File: src/sv/uvt_pkg.sv
// Shared types and constants for the UTF-8 / MQTT topic validator.
package uvt_pkg;

  // Check mode register codes
  localparam logic [1:0] ModePlain  = 2'd0;
  localparam logic [1:0] ModeName   = 2'd1;
  localparam logic [1:0] ModeFilter = 2'd2;

  // Verdict error codes
  localparam logic [2:0] ErrNone     = 3'd0;
  localparam logic [2:0] ErrTooLong  = 3'd1;
  localparam logic [2:0] ErrUtf8     = 3'd2;
  localparam logic [2:0] ErrWildName = 3'd3;
  localparam logic [2:0] ErrHash     = 3'd4;
  localparam logic [2:0] ErrPlus     = 3'd5;

  // Register indexes
  localparam logic RegMode   = 1'b0;
  localparam logic RegMaxLen = 1'b1;

  localparam int unsigned AddrWidth   = 3;
  localparam int unsigned CountWidth  = 17;
  localparam logic [15:0] MaxLenReset = 16'hFFFF;
  localparam logic [CountWidth-1:0] CountMax = {CountWidth{1'b1}};

  // Byte values used by the byte classifier, the UTF-8 range checks and the wildcard checks
  localparam logic [7:0] ByteLead2Lo = 8'hC2;
  localparam logic [7:0] ByteLead2Hi = 8'hDF;
  localparam logic [7:0] ByteLead3Lo = 8'hE0;
  localparam logic [7:0] ByteLead3Hi = 8'hEF;
  localparam logic [7:0] ByteLead4Lo = 8'hF0;
  localparam logic [7:0] ByteLead4Hi = 8'hF4;
  localparam logic [7:0] ByteA0      = 8'hA0;
  localparam logic [7:0] ByteED      = 8'hED;
  localparam logic [7:0] ByteBE      = 8'hBE;
  localparam logic [7:0] Byte90      = 8'h90;
  localparam logic [7:0] Byte8F      = 8'h8F;
  localparam logic [7:0] ByteBF      = 8'hBF;
  localparam logic [7:0] ByteCont    = 8'h80;
  localparam logic [7:0] ByteHash    = 8'h23;
  localparam logic [7:0] BytePlus    = 8'h2B;
  localparam logic [7:0] ByteSlash   = 8'h2F;
  localparam logic [7:0] ByteNul     = 8'h00;

  // Byte classes found by the front end
  typedef enum logic [2:0] {
    ClsNul   = 3'd0,
    ClsAscii = 3'd1,
    ClsLead2 = 3'd2,
    ClsLead3 = 3'd3,
    ClsLead4 = 3'd4,
    ClsCont  = 3'd5,
    ClsBad   = 3'd6
  } byte_cls_e;

  // Classified item held in the queue
  typedef struct packed {
    logic [7:0] data_byte;
    byte_cls_e  cls;
    logic       is_hash;
    logic       is_plus;
    logic       is_slash;
    logic       last;
  } uvt_item_t;

  // Handshake between front end and queue
  typedef struct packed {
    logic valid;
    logic ready;
  } uvt_hs_t;

endpackage

File: src/sv/uvt_if.sv
// Stream interfaces for the byte input and the verdict output.
interface uvt_in_if;
  logic       valid;
  logic       ready;
  logic [7:0] data_byte;
  logic       last;

  modport source (output valid, output data_byte, output last, input ready);
  modport sink   (input valid, input data_byte, input last, output ready);
endinterface

interface uvt_out_if;
  logic       valid;
  logic       ready;
  logic       valid_res;
  logic [2:0] error_code;

  modport source (output valid, output valid_res, output error_code, input ready);
  modport sink   (input valid, input valid_res, input error_code, output ready);
endinterface

File: src/sv/utf8_mqtt_topic_validator_top.sv
// Top level of the UTF-8 / MQTT topic validator.
//
// in_i carries one string byte per item (data_byte, last); last marks the
// final byte. out_o carries one verdict per string (valid_res, error_code:
// 0 ok, 1 too long, 2 bad UTF-8, 3 wildcard in name, 4 misplaced hash,
// 5 misplaced plus). The APB port holds check_mode at 0x0 and max_length
// at 0x4; write them only while no string is in flight.
// Throughput: one byte per cycle unless a last byte waits on a stalled
// out_o. A byte is classified and written into a two-entry queue when it
// is accepted; the back end takes it from the queue and, for a last byte,
// loads the verdict register as it pops it, which drives out_o directly.
// When out_o stalls, the verdict holds and the back end keeps consuming
// non-last bytes; a following last byte waits in the queue, and in_i
// drops ready once both queue entries are filled.
// Reset clears all string state, the queue and the verdict valid flag but
// not its payload; check_mode returns to plain UTF-8, max_length to 65535.
module utf8_mqtt_topic_validator_top (
  input  logic                          clk_i,
  input  logic                          rst_ni,
  uvt_in_if.sink                        in_i,
  uvt_out_if.source                     out_o,
  input  logic                          psel,
  input  logic                          penable,
  input  logic                          pwrite,
  input  logic [uvt_pkg::AddrWidth-1:0] paddr,
  input  logic [31:0]                   pwdata,
  output logic [31:0]                   prdata,
  output logic                          pready
);
  import uvt_pkg::*;

  logic [1:0]  mode_q;
  logic [15:0] max_len_q;
  logic        cfg_wr;
  uvt_item_t   push_item, pop_item;
  uvt_hs_t     push_hs;
  logic        push_ready, pop_valid, pop_ready;

  // Configuration registers
  assign pready = 1'b1;
  assign cfg_wr = psel && penable && pwrite && pready;

  always_ff @(posedge clk_i or negedge rst_ni) begin
    if (!rst_ni) begin
      mode_q    <= ModePlain;
      max_len_q <= MaxLenReset;
    end else if (cfg_wr) begin
      unique case (paddr[2])
        RegMode:   mode_q    <= pwdata[1:0];
        RegMaxLen: max_len_q <= pwdata[15:0];
        default:   ;
      endcase
    end
  end

  // Register readback
  always_comb begin
    unique case (paddr[2])
      RegMode:   prdata = {30'd0, mode_q};
      RegMaxLen: prdata = {16'd0, max_len_q};
      default:   prdata = 32'd0;
    endcase
  end

  uvt_front u_front (
    .in_valid_i   (in_i.valid),
    .in_ready_o   (in_i.ready),
    .data_byte_i  (in_i.data_byte),
    .last_i       (in_i.last),
    .push_item_o  (push_item),
    .push_hs_o    (push_hs),
    .push_ready_i (push_ready)
  );

  uvt_queue u_queue (
    .clk_i        (clk_i),
    .rst_ni       (rst_ni),
    .push_item_i  (push_item),
    .push_hs_i    (push_hs),
    .push_ready_o (push_ready),
    .pop_item_o   (pop_item),
    .pop_valid_o  (pop_valid),
    .pop_ready_i  (pop_ready)
  );

  uvt_back u_back (
    .clk_i        (clk_i),
    .rst_ni       (rst_ni),
    .check_mode_i (mode_q),
    .max_length_i (max_len_q),
    .item_i       (pop_item),
    .item_valid_i (pop_valid),
    .item_ready_o (pop_ready),
    .out_valid_o  (out_o.valid),
    .out_ready_i  (out_o.ready),
    .valid_res_o  (out_o.valid_res),
    .error_code_o (out_o.error_code)
  );

endmodule

File: src/sv/uvt_front.sv
// Front end: classifies each incoming byte and pushes it into the queue.
module uvt_front (
  input  logic               in_valid_i,
  output logic               in_ready_o,
  input  logic [7:0]         data_byte_i,
  input  logic               last_i,
  output uvt_pkg::uvt_item_t push_item_o,
  output uvt_pkg::uvt_hs_t   push_hs_o,
  input  logic               push_ready_i
);
  import uvt_pkg::*;

  byte_cls_e cls;

  // UTF-8 byte class
  always_comb begin
    priority if (data_byte_i == ByteNul) begin
      cls = ClsNul;
    end else if (data_byte_i < ByteCont) begin
      cls = ClsAscii;
    end else if (data_byte_i <= ByteBF) begin
      cls = ClsCont;
    end else if (data_byte_i >= ByteLead2Lo && data_byte_i <= ByteLead2Hi) begin
      cls = ClsLead2;
    end else if (data_byte_i >= ByteLead3Lo && data_byte_i <= ByteLead3Hi) begin
      cls = ClsLead3;
    end else if (data_byte_i >= ByteLead4Lo && data_byte_i <= ByteLead4Hi) begin
      cls = ClsLead4;
    end else begin
      cls = ClsBad;
    end
  end

  // Item toward the queue
  always_comb begin
    push_item_o.data_byte = data_byte_i;
    push_item_o.cls       = cls;
    push_item_o.is_hash   = (data_byte_i == ByteHash);
    push_item_o.is_plus   = (data_byte_i == BytePlus);
    push_item_o.is_slash  = (data_byte_i == ByteSlash);
    push_item_o.last      = last_i;
  end

  assign push_hs_o.valid = in_valid_i;
  assign push_hs_o.ready = push_ready_i;
  assign in_ready_o      = push_ready_i;

endmodule

File: src/sv/uvt_queue.sv
// Two-entry queue between the front end and the back end.
module uvt_queue (
  input  logic               clk_i,
  input  logic               rst_ni,
  input  uvt_pkg::uvt_item_t push_item_i,
  input  uvt_pkg::uvt_hs_t   push_hs_i,
  output logic               push_ready_o,
  output uvt_pkg::uvt_item_t pop_item_o,
  output logic               pop_valid_o,
  input  logic               pop_ready_i
);
  import uvt_pkg::*;

  uvt_item_t  mem_q [2];
  logic       wr_ptr_q, wr_ptr_d;
  logic       rd_ptr_q, rd_ptr_d;
  logic [1:0] cnt_q, cnt_d;
  logic       push, pop;

  assign push_ready_o = (cnt_q != 2'd2);
  assign pop_valid_o  = (cnt_q != 2'd0);
  assign pop_item_o   = mem_q[rd_ptr_q];
  assign push         = push_hs_i.valid && push_hs_i.ready;
  assign pop          = pop_valid_o && pop_ready_i;

  // Pointer and fill count update
  always_comb begin
    wr_ptr_d = push ? ~wr_ptr_q : wr_ptr_q;
    rd_ptr_d = pop  ? ~rd_ptr_q : rd_ptr_q;
    cnt_d    = cnt_q + {1'b0, push} - {1'b0, pop};
  end

  always_ff @(posedge clk_i or negedge rst_ni) begin
    if (!rst_ni) begin
      wr_ptr_q <= 1'b0;
      rd_ptr_q <= 1'b0;
      cnt_q    <= 2'd0;
    end else begin
      wr_ptr_q <= wr_ptr_d;
      rd_ptr_q <= rd_ptr_d;
      cnt_q    <= cnt_d;
    end
  end

  // Entry storage, no reset needed
  always_ff @(posedge clk_i) begin
    if (push) begin
      mem_q[wr_ptr_q] <= push_item_i;
    end
  end

endmodule

File: src/sv/uvt_back.sv
// Back end: per-string UTF-8 and wildcard state, verdict output register.
module uvt_back (
  input  logic               clk_i,
  input  logic               rst_ni,
  input  logic [1:0]         check_mode_i,
  input  logic [15:0]        max_length_i,
  input  uvt_pkg::uvt_item_t item_i,
  input  logic               item_valid_i,
  output logic               item_ready_o,
  output logic               out_valid_o,
  input  logic               out_ready_i,
  output logic               valid_res_o,
  output logic [2:0]         error_code_o
);
  import uvt_pkg::*;

  logic [1:0]            owed_q, owed_d;
  logic [7:0]            lead_q, lead_d;
  logic                  swt_q, swt_d;
  logic                  prior_slash_q, prior_slash_d;
  logic [CountWidth-1:0] count_q, count_d;
  logic                  fail_q, fail_d;
  logic [2:0]            werr_q, werr_d;
  logic                  plus_open_q, plus_open_d;
  logic                  hash_seen_q, hash_seen_d;
  logic                  out_valid_q, out_valid_d;
  logic                  valid_res_q, valid_res_d;
  logic [2:0]            code_q, code_d;
  logic                  pop, first, topic, at_start, str_end, utf8_err;
  logic [2:0]            wild_new, werr_upd, code;
  logic [7:0]            b;

  assign b            = item_i.data_byte;
  assign topic        = (check_mode_i == ModeName) || (check_mode_i == ModeFilter);
  assign at_start     = (count_q == '0);
  // a last byte needs a free output slot
  assign item_ready_o = !item_i.last || !out_valid_q || out_ready_i;
  assign pop          = item_valid_i && item_ready_o;
  assign str_end      = pop && item_i.last;

  // UTF-8 decoder state
  always_comb begin
    owed_d = owed_q;
    lead_d = lead_q;
    swt_d  = swt_q;
    fail_d = fail_q;
    first  = 1'b0;
    if (pop && !fail_q) begin
      if (owed_q == 2'd0) begin
        lead_d = b;
        swt_d  = 1'b0;
        unique case (item_i.cls)
          ClsAscii: owed_d = 2'd0;
          ClsLead2: owed_d = 2'd1;
          ClsLead3: owed_d = 2'd2;
          ClsLead4: owed_d = 2'd3;
          default:  fail_d = 1'b1;
        endcase
      end else if (item_i.cls != ClsCont) begin
        fail_d = 1'b1;
      end else begin
        priority if (lead_q >= ByteLead4Lo) begin
          first = (owed_q == 2'd3);
        end else if (lead_q >= ByteLead3Lo) begin
          first = (owed_q == 2'd2);
        end else begin
          first = (owed_q == 2'd1);
        end
        if (first) begin
          // overlong, surrogate and above-range checks on the second byte
          if ((lead_q == ByteLead3Lo && b < ByteA0) ||
              (lead_q == ByteED && b >= ByteA0) ||
              (lead_q == ByteLead4Lo && b < Byte90) ||
              (lead_q == ByteLead4Hi && b > Byte8F)) begin
            fail_d = 1'b1;
          end
          swt_d = (b == ByteBF);
        end else if (lead_q == ByteLead3Hi && owed_q == 2'd1 && swt_q &&
                     (b == ByteBE || b == ByteBF)) begin
          // U+FFFE and U+FFFF
          fail_d = 1'b1;
        end
        owed_d = owed_q - 2'd1;
      end
    end
    // UTF-8 verdict including this byte, taken before the end-of-string clear
    utf8_err = fail_d || (owed_d != 2'd0);
    if (str_end) begin
      owed_d = 2'd0;
      lead_d = 8'd0;
      swt_d  = 1'b0;
      fail_d = 1'b0;
    end
  end

  // Wildcard rules, first error in the string wins
  always_comb begin
    wild_new    = ErrNone;
    plus_open_d = plus_open_q;
    hash_seen_d = hash_seen_q;
    if (pop) begin
      if (check_mode_i == ModeName) begin
        if (item_i.is_hash || item_i.is_plus) wild_new = ErrWildName;
      end else if (check_mode_i == ModeFilter) begin
        if (hash_seen_q) wild_new = ErrHash;
        if (plus_open_q) begin
          if (!item_i.is_slash && wild_new == ErrNone) wild_new = ErrPlus;
          plus_open_d = 1'b0;
        end
        if (item_i.is_hash) begin
          hash_seen_d = 1'b1;
          if (!at_start && !prior_slash_q && wild_new == ErrNone) wild_new = ErrHash;
        end else if (item_i.is_plus) begin
          if (!at_start && !prior_slash_q) begin
            if (wild_new == ErrNone) wild_new = ErrPlus;
          end else if (!item_i.last) begin
            plus_open_d = 1'b1;
          end
        end
      end
    end
    werr_upd = (werr_q == ErrNone) ? wild_new : werr_q;
    werr_d   = str_end ? ErrNone : werr_upd;
    if (str_end) begin
      plus_open_d = 1'b0;
      hash_seen_d = 1'b0;
    end
  end

  // Length count, previous byte, verdict and end-of-string clear
  always_comb begin
    prior_slash_d = prior_slash_q;
    count_d       = count_q;
    if (pop) begin
      prior_slash_d = item_i.is_slash;
      if (count_q != CountMax) count_d = count_q + CountWidth'(1);
    end

    priority if (topic && count_d > {1'b0, max_length_i}) begin
      code = ErrTooLong;
    end else if (utf8_err) begin
      code = ErrUtf8;
    end else if (topic) begin
      code = werr_upd;
    end else begin
      code = ErrNone;
    end

    out_valid_d = out_valid_q && !out_ready_i;
    valid_res_d = valid_res_q;
    code_d      = code_q;
    if (str_end) begin
      out_valid_d   = 1'b1;
      valid_res_d   = (code == ErrNone);
      code_d        = code;
      prior_slash_d = 1'b0;
      count_d       = '0;
    end
  end

  always_ff @(posedge clk_i or negedge rst_ni) begin
    if (!rst_ni) begin
      owed_q        <= 2'd0;
      lead_q        <= 8'd0;
      swt_q         <= 1'b0;
      prior_slash_q <= 1'b0;
      count_q       <= '0;
      fail_q        <= 1'b0;
      werr_q        <= ErrNone;
      plus_open_q   <= 1'b0;
      hash_seen_q   <= 1'b0;
      out_valid_q   <= 1'b0;
    end else begin
      owed_q        <= owed_d;
      lead_q        <= lead_d;
      swt_q         <= swt_d;
      prior_slash_q <= prior_slash_d;
      count_q       <= count_d;
      fail_q        <= fail_d;
      werr_q        <= werr_d;
      plus_open_q   <= plus_open_d;
      hash_seen_q   <= hash_seen_d;
      out_valid_q   <= out_valid_d;
    end
  end

  // Verdict payload
  always_ff @(posedge clk_i) begin
    valid_res_q <= valid_res_d;
    code_q      <= code_d;
  end

  assign out_valid_o  = out_valid_q;
  assign valid_res_o  = valid_res_q;
  assign error_code_o = code_q;

endmodule

File: src/flat_wrapper.sv
// flat-port wrapper written by rule: the top's interface ports become plain ports
module utf8_mqtt_topic_validator_top_flat import uvt_pkg::*;
  (clk_i, rst_ni, psel, penable, pwrite, paddr, pwdata, prdata, pready, in_i_valid, in_i_data_byte, in_i_last, in_i_ready, out_o_valid, out_o_valid_res, out_o_error_code, out_o_ready);
  uvt_in_if in_i_i ();
  uvt_out_if out_o_i ();
  input  logic clk_i;
  input  logic rst_ni;
  input  logic psel;
  input  logic penable;
  input  logic pwrite;
  input  logic [uvt_pkg::AddrWidth-1:0] paddr;
  input  logic [31:0] pwdata;
  output logic [31:0] prdata;
  output logic pready;
  input wire logic [$bits(in_i_i.valid)-1:0] in_i_valid;
  input wire logic [$bits(in_i_i.data_byte)-1:0] in_i_data_byte;
  input wire logic [$bits(in_i_i.last)-1:0] in_i_last;
  output wire logic [$bits(in_i_i.ready)-1:0] in_i_ready;
  output wire logic [$bits(out_o_i.valid)-1:0] out_o_valid;
  output wire logic [$bits(out_o_i.valid_res)-1:0] out_o_valid_res;
  output wire logic [$bits(out_o_i.error_code)-1:0] out_o_error_code;
  input wire logic [$bits(out_o_i.ready)-1:0] out_o_ready;
  assign in_i_i.valid = in_i_valid;
  assign in_i_i.data_byte = in_i_data_byte;
  assign in_i_i.last = in_i_last;
  assign in_i_ready = in_i_i.ready;
  assign out_o_valid = out_o_i.valid;
  assign out_o_valid_res = out_o_i.valid_res;
  assign out_o_error_code = out_o_i.error_code;
  assign out_o_i.ready = out_o_ready;
  utf8_mqtt_topic_validator_top u_core (.clk_i(clk_i), .rst_ni(rst_ni), .in_i(in_i_i), .out_o(out_o_i), .psel(psel), .penable(penable), .pwrite(pwrite), .paddr(paddr), .pwdata(pwdata), .prdata(prdata), .pready(pready));
endmodule
File: config.mk
export PLATFORM = sky130hd
export DESIGN_NAME = utf8_mqtt_topic_validator_top_flat
export DESIGN_NICKNAME = d
export VERILOG_FILES = /design/src/sv/uvt_pkg.sv /design/src/sv/uvt_if.sv /design/src/sv/utf8_mqtt_topic_validator_top.sv /design/src/sv/uvt_front.sv /design/src/sv/uvt_queue.sv /design/src/sv/uvt_back.sv /design/src/flat_wrapper.sv
export SDC_FILE = /design/constraint.sdc
export NUM_CORES = 1
export LEC_CHECK = 0
export ABC_AREA = 1
export ABC_CLOCK_PERIOD_IN_PS = 6000
export BUFFER_PORTS_ARGS = -buffer_cell sky130_fd_sc_hd__buf_2
export CAP_MARGIN = 0
export CORE_ASPECT_RATIO = 1.75
export CORE_MARGIN = 3
export CORE_UTILIZATION = 35
export CTS_BUF_LIST = sky130_fd_sc_hd__clkbuf_8
export DETAILED_ROUTE_END_ITERATION = 10
export GPL_TIMING_DRIVEN = 0
export PLACE_DENSITY_LB_ADDON = 0.2
export SYNTH_ARGS = -nofsm -noshare
export SYNTH_HDL_FRONTEND = slang
export SYNTH_SLANG_ARGS = --single-unit
File: constraint.sdc
create_clock -name clk_i -period 6 [get_ports clk_i]
set_clock_uncertainty 0.2 [all_clocks]
set_input_delay 1.5 -clock clk_i [delete_from_list [all_inputs] [get_ports clk_i]]
set_output_delay 1.5 -clock clk_i [all_outputs]
set_load 0.005 [all_outputs]
==> results.tsv, run 1 <==
metric	value	unit
status	complete, no violations	
hold_viol	0	
setup_violations	0	
cts.sinks	92	
worstPathArrival	4.36	ns
dieHeight	172	um
p_leak	3.36	nW
n_fill_cell	1658	
grt_usage	15.5	%
fin_crit	4.43	ns
core-area	15500	um2
synthDominantCellAreaShare	19.0	%
n_antenna_cell	0	
pre_cts_ws	1.13	ns
syn_area_per_cell	7.90	um2
post_cts_buffers	0	
synthToLayoutAreaGrowth	13.2	%
fmax	225	MHz
critPathKind	in2reg	
tightest_slew	1.25	ns
syn_area	5530	um2
boundaryPins	90	
postRouteAntennaNets	0	
cp-startpoint	out_o_ready	
ctsResizeCount	0	
dr.pass1.iters	4	
path_buf_inv	6	
grt-ovfl-total	0	
peakVddDrop	0.207	mV
yosys_warnings	0	
cts_tree	done	
fin_tns_setup	0	ns
netlist_top_cells_count	nand2_1, inv_1, nor2_1	
relSlewSlack	16.5	%
hold_buffers	0	
die-area	17400	um2
hp-start	u_core.u_back.lead_q[7]	
cp_slowest_stage_delay	0.30	ns
insertion_delay	0.36	ns
syn_inst	700	
drtIter0Drc	148	
synthTopCellsByArea	dfrtp_1, edfxtp_1, nand2_1, inv_1, dfstp_2	
synth_ff_type	dfrtp_1	
synth_edf_count	34	
maxSlewViolCount	0	
hold_path_class	reg2reg	
timing.hold.ws	0.294	ns
rows	60	
cts_buffers	9	
wirelength	12.8	mm
drc	0	
die_x	101	um
htree_levels	3	
start_util	35.8	%
viasPerCell	4.52	
start_kind	input port	
critical_path_required	5.93	ns
root_buffer	clkbuf_8	
r2r-start	u_core.u_queue.rd_ptr_q	
yosysMostFrequentCell	nand2_1	
clock_path_buffers	2	
yosysUniqueCellTypes	43	
grt_pass1_wl	20.9	mm
cpMostUsedCell	nand2_1	
dpl.cell_count	955	
critPathTopFamily	simple AND/OR/NAND/NOR gates	
crit_fanout	8	
yosysSeqAreaShare	45.1	%
fin_ws	1.57	ns
wire_per_inst	13.1	um
max-cap-violations	0	
fin_util	40.5	%
async_flop_share	63.0	%
yosys.area.top_type	dfrtp_1	
gp_congestion	0.867	
power.density	398	nW/um2
final_min_period_over_clock_period	73.9	%
synth_seq_cells	92	
cp_slowest_cell	ha_1	
port_buffers	54	
drive_gt1_share	18.0	%
worst_setup_path_end_kind	register	
stdcell_count	971	
grt_max_degree	59	
rsz0062_at_grt	false	
grt_antenna_before_repair	0	
vias	4386	
fin_nets	857	
clk_pin_slew	0.10	ns
grt_pass1_vias	4357	
dp_hpwl	10.2	mm
## state kept, by name (all words and copies together) (netlist names)
signal and cells:
u_core.u_back.valid_res_o 1, u_core.u_back.error_code_o 3, u_core.max_len_q 16, u_core.u_back.lead_q 8, u_core.u_back.hash_seen_q 1, u_core.u_back.prior_slash_q 1
u_core.u_back.plus_open_q 1, u_core.u_back.fail_q 1, u_core.u_back.out_valid_o 1, u_core.u_queue.rd_ptr_q 1, u_core.u_queue.wr_ptr_q 1, u_core.mode_q 2
u_core.u_queue.mem_q 30, u_core.u_back.owed_q 2, u_core.u_back.count_q 17, u_core.u_back.werr_q 3, u_core.u_queue.cnt_q 2, u_core.u_back.swt_q 1
## layout by cell type, fill, tap and decap left out, types with 3 or more instances in the layout
cell type	instances
xor2_1	14
nand3_1	49
dfrtp_1	42
nand2_1	166
clkbuf_8	9
buf_2	56
nor4_1	4
dfstp_2	16
edfxtp_1	34
buf_6	4
clkinv_2	3
o21ai_0	19
clkbuf_1	3
nand4_1	6
a21oi_1	31
ha_1	26
inv_2	3
nand2_2	11
nand2_4	3
xnor2_1	4
nor2_1	82
nor3_1	5
conb_1	17
buf_4	18
inv_1	126
nand3_2	4
## cell families (layout without fill, tap and decap cells)
kind of cell | Yosys count | in the layout | share of synthesized area, %
XOR/XNOR | 18 | 18 | 2.85
AO/OA/AOI/OAI | 62 | 62 | 6.24
flip-flops | 92 | 92 | 45.1
AND/OR/NAND/NOR | 341 | 341 | 27.0
adder cells (fa/ha/maj) | 26 | 26 | 5.88
other | 2 | 17 | 0.136
buffers and inverters | 159 | 229 | 12.9
## power breakdown
part | total (mW) | switching, mW | internal, mW | leakage (nW)
registers | 0.957 | 0.100 | 0.857 | 1.03
clock network | 0.379 | 0.230 | 0.149 | 0.0864
logic | 1.16 | 0.751 | 0.408 | 2.24
total | 2.50 | 1.08 | 1.41 | 3.36
## tightest hold or removal path: cells and delay by family, from the launching register on
| family | cells | cell delay (ns) |
|---|---|---|
| and+or+nand+nor | 2 | 0.11 |
| DFF | 1 | 0.36 |
## worst paths after layout
check / end / slack, ns / cells after the start
min in group asynchronous: u_core.u_back.count_q[11] / 1.01 / 1
max reg2reg: u_core.u_back.error_code_o[1] / 2.11 / 27
max in group asynchronous: u_core.u_back.lead_q[1] / 4.07 / 1
min: u_core.u_back.lead_q[7] / 0.29 / 2
max: u_core.u_back.error_code_o[1] / 1.57 / 26
min reg2reg: u_core.u_back.lead_q[7] / 0.29 / 2
## final cells by class
cell class              count  area, um2  area share [%]
flip-flops and latches     92       2490            39.8
multi-input cells         464       2390            38.1
inverters                 129        484            7.73
repair buffers             54        273            4.36
well taps                 186        233            3.72
plain buffers              30        226            3.62
clock buffers               9        124            1.98
clock inverters             7       43.8           0.699
## layer usage
metal | up-vias | wire length, um | GRT usage, %
met3 | 16 | 456 | 3.15
li1 | 2312 | - | -
met2 | 76 | 7340 | 31.3
met4 | 0 | 331 | 5.15
met1 | 1982 | 4630 | 15.2
met5 | - | 0 | 0
## through the flow
| stage | total power [mW] | instance area, um2 |
|---|---|---|
| global placement | 2.13 | 6090 |
| finish | 2.50 | 6260 |
| global route | 2.75 | 6260 |
| floorplan | 1.81 | 5590 |
| CTS | 2.53 | 6260 |
| detailed placement | 2.15 | 6090 |
(Power assumes the default switching activity.)
==> run 2: changes to the inputs <==
Settings changed: ABC_CLOCK_PERIOD_IN_PS 6000 to 4000.
Clock period 6 ns to 4 ns, I/O delays scaled along.
==> run 2 against run 1 <==
Compared with the run above: die area stayed put; final cell count rose by 0.10%; count of clock-buffer cells in the layout unchanged; highest routed layer unchanged.
==> results.tsv, run 2 (synthesis results as in run 1) <==
metric	value	unit
hp-start	u_core.u_back.lead_q[7]	
grt_antenna_before_repair	0	
grt_pass1_wl	20.9	mm
die_x	101	um
insertion_delay	0.36	ns
dr.pass1.iters	6	
port_buffers	54	
fin_crit	3.65	ns
relSlewSlack	17.1	%
gp_congestion	0.867	
crit_fanout	8	
critPathKind	in2reg	
final_min_period_over_clock_period	91.2	%
fin_nets	858	
clock_path_buffers	2	
power_frac_seq	38.1	%
hold_buffers	0	
fmax	274	MHz
pre_cts_ws	-0.366	ns
clk_pin_slew	0.10	ns
wirelength	12.7	mm
p_switching	1.63	mW
netSwitchingFraction	43.3	%
vias	4416	
boundaryPins	90	
max-cap-violations	0	
cp_slowest_cell	ha_1	
setup_violations	0	
synthToLayoutAreaGrowth	14.0	%
regMostFlops	u_core.u_queue.mem_q	
power_frac_clock	15.0	%
n_antenna_cell	0	
path_buf_inv	6	
power.density	596	nW/um2
rows	60	
cts_buffers	9	
n_fill_cell	1656	
start_util	35.8	%
final_cell_mix	nand2_1, inv_1, nor2_1	
rsz0062_at_grt	false	
register_area	2490	um2
place_area	6090	um2
worstPathArrival	3.57	ns
maxSlewViolCount	0	
critical_path_required	3.93	ns
cts.sinks	92	
start_kind	input port	
root_buffer	clkbuf_8	
grt_usage	15.5	%
htree_levels	3	
status	complete, no violations	
cpMostUsedCell	nand2_1	
cts_tree	done	
largest_reg_flops	30	
layout_commonest_cell	nand2_1	
multi_input_area	2420	um2
r2r-start	u_core.u_queue.rd_ptr_q	
comb_power_share	46.9	%
dieHeight	172	um
grt-ovfl-total	0	
dp_hpwl	10.2	mm
peakVddDrop	0.312	mV
top_regs	u_core.u_queue.mem_q: 30 flops, u_core.u_back.count_q: 17 flops, u_core.max_len_q: 16 flops	
grt_max_degree	59	
wire_per_inst	13.1	um
die-area	17400	um2
cp_slowest_stage_delay	0.30	ns
fin_ws	0.352	ns
critPathTopFamily	simple AND/OR/NAND/NOR gates	
drtIter0Drc	158	
grt_pass1_vias	4357	
hold_path_class	reg2reg	
fin_util	40.8	%
core-area	15500	um2
p_leak	3.37	nW
hold_viol	0	
drive_gt1_share	18.7	%
power.internal	2.13	mW
viasPerCell	4.54	
worst_setup_path_end_kind	register	
power.total	3.76	mW
final_cell_area	6310	um2
drc	0	
postRouteAntennaNets	0	
tightest_slew	1.24	ns
cp-startpoint	out_o_ready	
==> run 2: changes by cell type in the layout (fill, tap and decap cells not counted), moves of 2 or more <==
cell	before	now
xor2_2	0	2
xor2_1	14	12
inv_2	3	1
inv_4	0	2
nor2_2	2	4
nor2_1	82	79
==> run 2: what timing repair did <==
item	in CTS	in global routing
endpoints found under the setup margin	0	4
buffers inserted	0	1
gates resized for setup	0	9
==> run 2: final timing paths <==
path / depth (start not counted) / end / slack, ns
worst max-delay path: 26 / u_core.u_back.error_code_o[1] / 0.35
worst min-delay path: 2 / u_core.u_back.lead_q[7] / 0.29
worst max register to register: 27 / u_core.u_back.error_code_o[1] / 0.37
worst min register to register: 2 / u_core.u_back.lead_q[7] / 0.29
max in group asynchronous: 1 / u_core.u_back.lead_q[1] / 2.57
min in group asynchronous: 1 / u_core.u_back.count_q[14] / 0.51
==> run 2: metal layers <==
layer	track usage [%]	up-vias	wire, um
li1	-	2313	-
met1	15.2	2001	4570
met5	0	-	0
met4	5.15	0	362
met3	3.15	19	438
met2	31.3	83	7350
==> run 2: cell type report <==
class / instances / area share [%]
inverters: 129 / 7.76
clock inverters: 7 / 0.694
well taps: 186 / 3.69
plain buffers: 30 / 3.59
clock buffers: 9 / 1.96
flip-flops and latches: 92 / 39.5
multi-input cells: 464 / 38.3
repair buffers: 55 / 4.44
==> run 2: through the flow <==
| step | hold WS, ns | setup TNS (ns) | std cells |
|---|---|---|---|
| after floorplan | 0.250 | 0 | 715 |
| after global placement | 0.276 | -1.16 | 955 |
| after detailed placement | 0.272 | -1.25 | 955 |
| after CTS | 0.297 | 0 | 971 |
| after global routing | 0.334 | 0 | 972 |
| final | 0.294 | 0 | 972 |
==> run 2: power by group through the flow <==
stage	combinational [mW]	clock (mW)	sequential (mW)
final	1.76	0.564	1.43
after global routing	2.05	0.634	1.47
after CTS	1.77	0.591	1.44
after detailed placement	1.77	0	1.46
after global placement	1.75	0	1.45
after floorplan	1.30	0	1.42
==> run 2: worst register-to-register path, stage by stage (launching register included) <==
cell,delay [ns]
dfrtp_1,0.42
buf_6,0.17
nand2_1,0.08
nand2_2,0.08
nand3_2,0.10
nand2_4,0.09
inv_4,0.10
nand2_4,0.10
nor2_4,0.15
nand3_1,0.13
xor2_2,0.23
inv_1,0.08
ha_1,0.30
nand2_1,0.08
nor2_2,0.14
inv_1,0.05
nor2_1,0.12
a21oi_1,0.09
nand2_1,0.06
nand2_1,0.04
nand2_1,0.06
nand2_1,0.05
nand2_1,0.05
nand2_1,0.12
nand2_1,0.09
nand2_1,0.08
o21ai_0,0.08
inv_1,0.05
==> run 3: changes to the inputs <==
Settings changed: CELL_PAD_IN_SITES_DETAIL_PLACEMENT set to 1, CELL_PAD_IN_SITES_GLOBAL_PLACEMENT set to 1, CTS_CLUSTER_SIZE set to 40, HOLD_SLACK_MARGIN set to 0.05.
==> run 3 against run 2 <==
Compared with the run above: final cell count rose by 0.21%; utilization grew 0.073 points; wire length grew 12%; global-route usage is 1.5 points higher; non-clock buffer count up 2; critical path depth is 1 higher; register-to-register slack lost 0.02 ns; first-iteration DRC count down 20%; clock power rose by 3%; fmax decreased by 0.11%; count of clock-buffer cells in the layout is the same; hold slack improved by 0.0035 ns.
==> results.tsv, run 3 (synthesis results as in run 1) <==
metric	value	unit
insertion_delay	0.36	ns
grt_usage	17.0	%
stdcell_count	974	
grt_pass1_vias	5008	
hold_buffers	0	
regMostFlops	u_core.u_queue.mem_q	
n_fill_cell	1903	
register_area	2490	um2
grt_pass1_wl	23.6	mm
relSlewSlack	45.9	%
die_x	101	um
start_util	35.8	%
drc	0	
vias	4602	
clk_pin_slew	0.10	ns
top_regs	u_core.u_queue.mem_q: 30 flops, u_core.u_back.count_q: 17 flops, u_core.max_len_q: 16 flops	
fmax	274	MHz
cts_buffers	9	
grt_max_degree	59	
boundaryPins	90	
gp_congestion	0.783	
wire_per_inst	14.6	um
hold_path_class	reg2reg	
largest_reg_flops	30	
final_min_period_over_clock_period	91.3	%
cts_tree	done	
critical_path_required	3.92	ns
n_antenna_cell	0	
layout_commonest_cell	nand2_1	
root_buffer	clkbuf_8	
hold_viol	0	
drive_gt1_share	18.9	%
timing.hold.ws	0.297	ns
multi_input_area	2410	um2
dpl.cell_count	955	
peakVddDrop	0.338	mV
final_cell_mix	nand2_1, inv_1, nor2_1	
tightest_slew	0.811	ns
viasPerCell	4.72	
wirelength	14.2	mm
cts.sinks	92	
worstPathArrival	3.57	ns
rows	60	
worst_setup_path_end_kind	register	
grt_antenna_before_repair	0	
dr.pass1.iters	4	
dp_hpwl	11.6	mm
place_area	6090	um2
critPathKind	reg2reg	
p_leak	3.40	nW
postRouteAntennaNets	0	
synthToLayoutAreaGrowth	14.3	%
clock_path_buffers	2	
status	complete, no violations	
dieHeight	172	um
power.density	609	nW/um2
maxSlewViolCount	0	
drtIter0Drc	126	
setup_violations	0	
final_cell_area	6320	um2
grt-ovfl-total	0	
die-area	17400	um2
fin_tns_setup	0	ns
start_kind	register	
fin_nets	860	
fin_crit	3.65	ns
htree_levels	3	
port_buffers	54	
core-area	15500	um2
crit_fanout	5	
max-cap-violations	0	
[run 3: cell count changes in the layout (fill, tap and decap cells not counted), sizes merged]
cell / before / now
inv: 129 / 132
clkinvlp: 1 / 0
buf: 82 / 84
clkinv: 6 / 4
[run 3: layout make-up]
class / count / share of cell area, %
plain buffers: 30 / 3.58
clock buffers: 9 / 1.96
clock inverters: 7 / 0.792
inverters: 129 / 7.66
multi-input cells: 464 / 38.2
flip-flops and latches: 92 / 39.4
well taps: 186 / 3.68
repair buffers: 57 / 4.67
[run 3: per-stage QoR]
step                power, mW  setup WS [ns]  util, %
global route             4.24        -0.0269     40.9
floorplan                2.72          0.511        -
global placement         3.19        -0.0993     39.4
CTS                      3.89          0.151     40.5
finish                   3.85          0.348     40.9
detailed placement       3.29         -0.222     39.4
[run 3: final timing paths]
check	to	slack [ns]	cells after the start	start
worst max-delay path	u_core.u_back.valid_res_o	0.35	27	u_core.u_back.count_q[0]
worst min-delay path	u_core.u_back.lead_q[5]	0.30	2	u_core.u_back.lead_q[5]
worst max register to register	u_core.u_back.valid_res_o	0.35	27	u_core.u_back.count_q[0]
worst min register to register	u_core.u_back.lead_q[5]	0.30	2	u_core.u_back.lead_q[5]
max in group asynchronous	u_core.u_queue.rd_ptr_q	2.54	1	rst_ni
min in group asynchronous	u_core.u_back.count_q[12]	0.52	1	rst_ni
[run 3: worst max-delay path, stage by stage, from the launching register on]
cell	delay, ns
dfrtp_1	0.41
ha_1	0.19
nand2_1	0.09
inv_1	0.09
nand3_1	0.08
nor2_1	0.09
nand4_1	0.18
nand2_4	0.18
nor2_2	0.06
nand3_1	0.11
xor2_2	0.17
inv_1	0.06
ha_1	0.30
nand2_1	0.10
nor2_2	0.14
inv_1	0.06
nor2_1	0.14
a21oi_1	0.09
nand2_1	0.06
nand2_1	0.04
nand2_1	0.05
nand2_1	0.05
nand2_1	0.05
nand2_1	0.08
nand2_1	0.08
nand2_1	0.10
nand3_1	0.10
nor2_1	0.04
[run 3: report_power, final]
group          internal (mW)  switching, mW
clock network          0.231          0.352
logic                  0.636           1.19
registers               1.28          0.159
[run 3: what timing repair did]
item / 4_1_cts / 5_1_grt
resized for setup: 0 / 7
endpoints found under the setup margin: 0 / 4
buffers inserted: 0 / 2
[run 3: per-layer routing]
| metal | routed length [um] | track usage, % | share of wire, % |
|---|---|---|---|
| met1 | 4930 | 16.0 | 35 |
| met2 | 8640 | 36.2 | 61 |
| met3 | 355 | 1.98 | 2.5 |
| met4 | 284 | 5.56 | 2.0 |
| met5 | 0 | 0 | 0 |
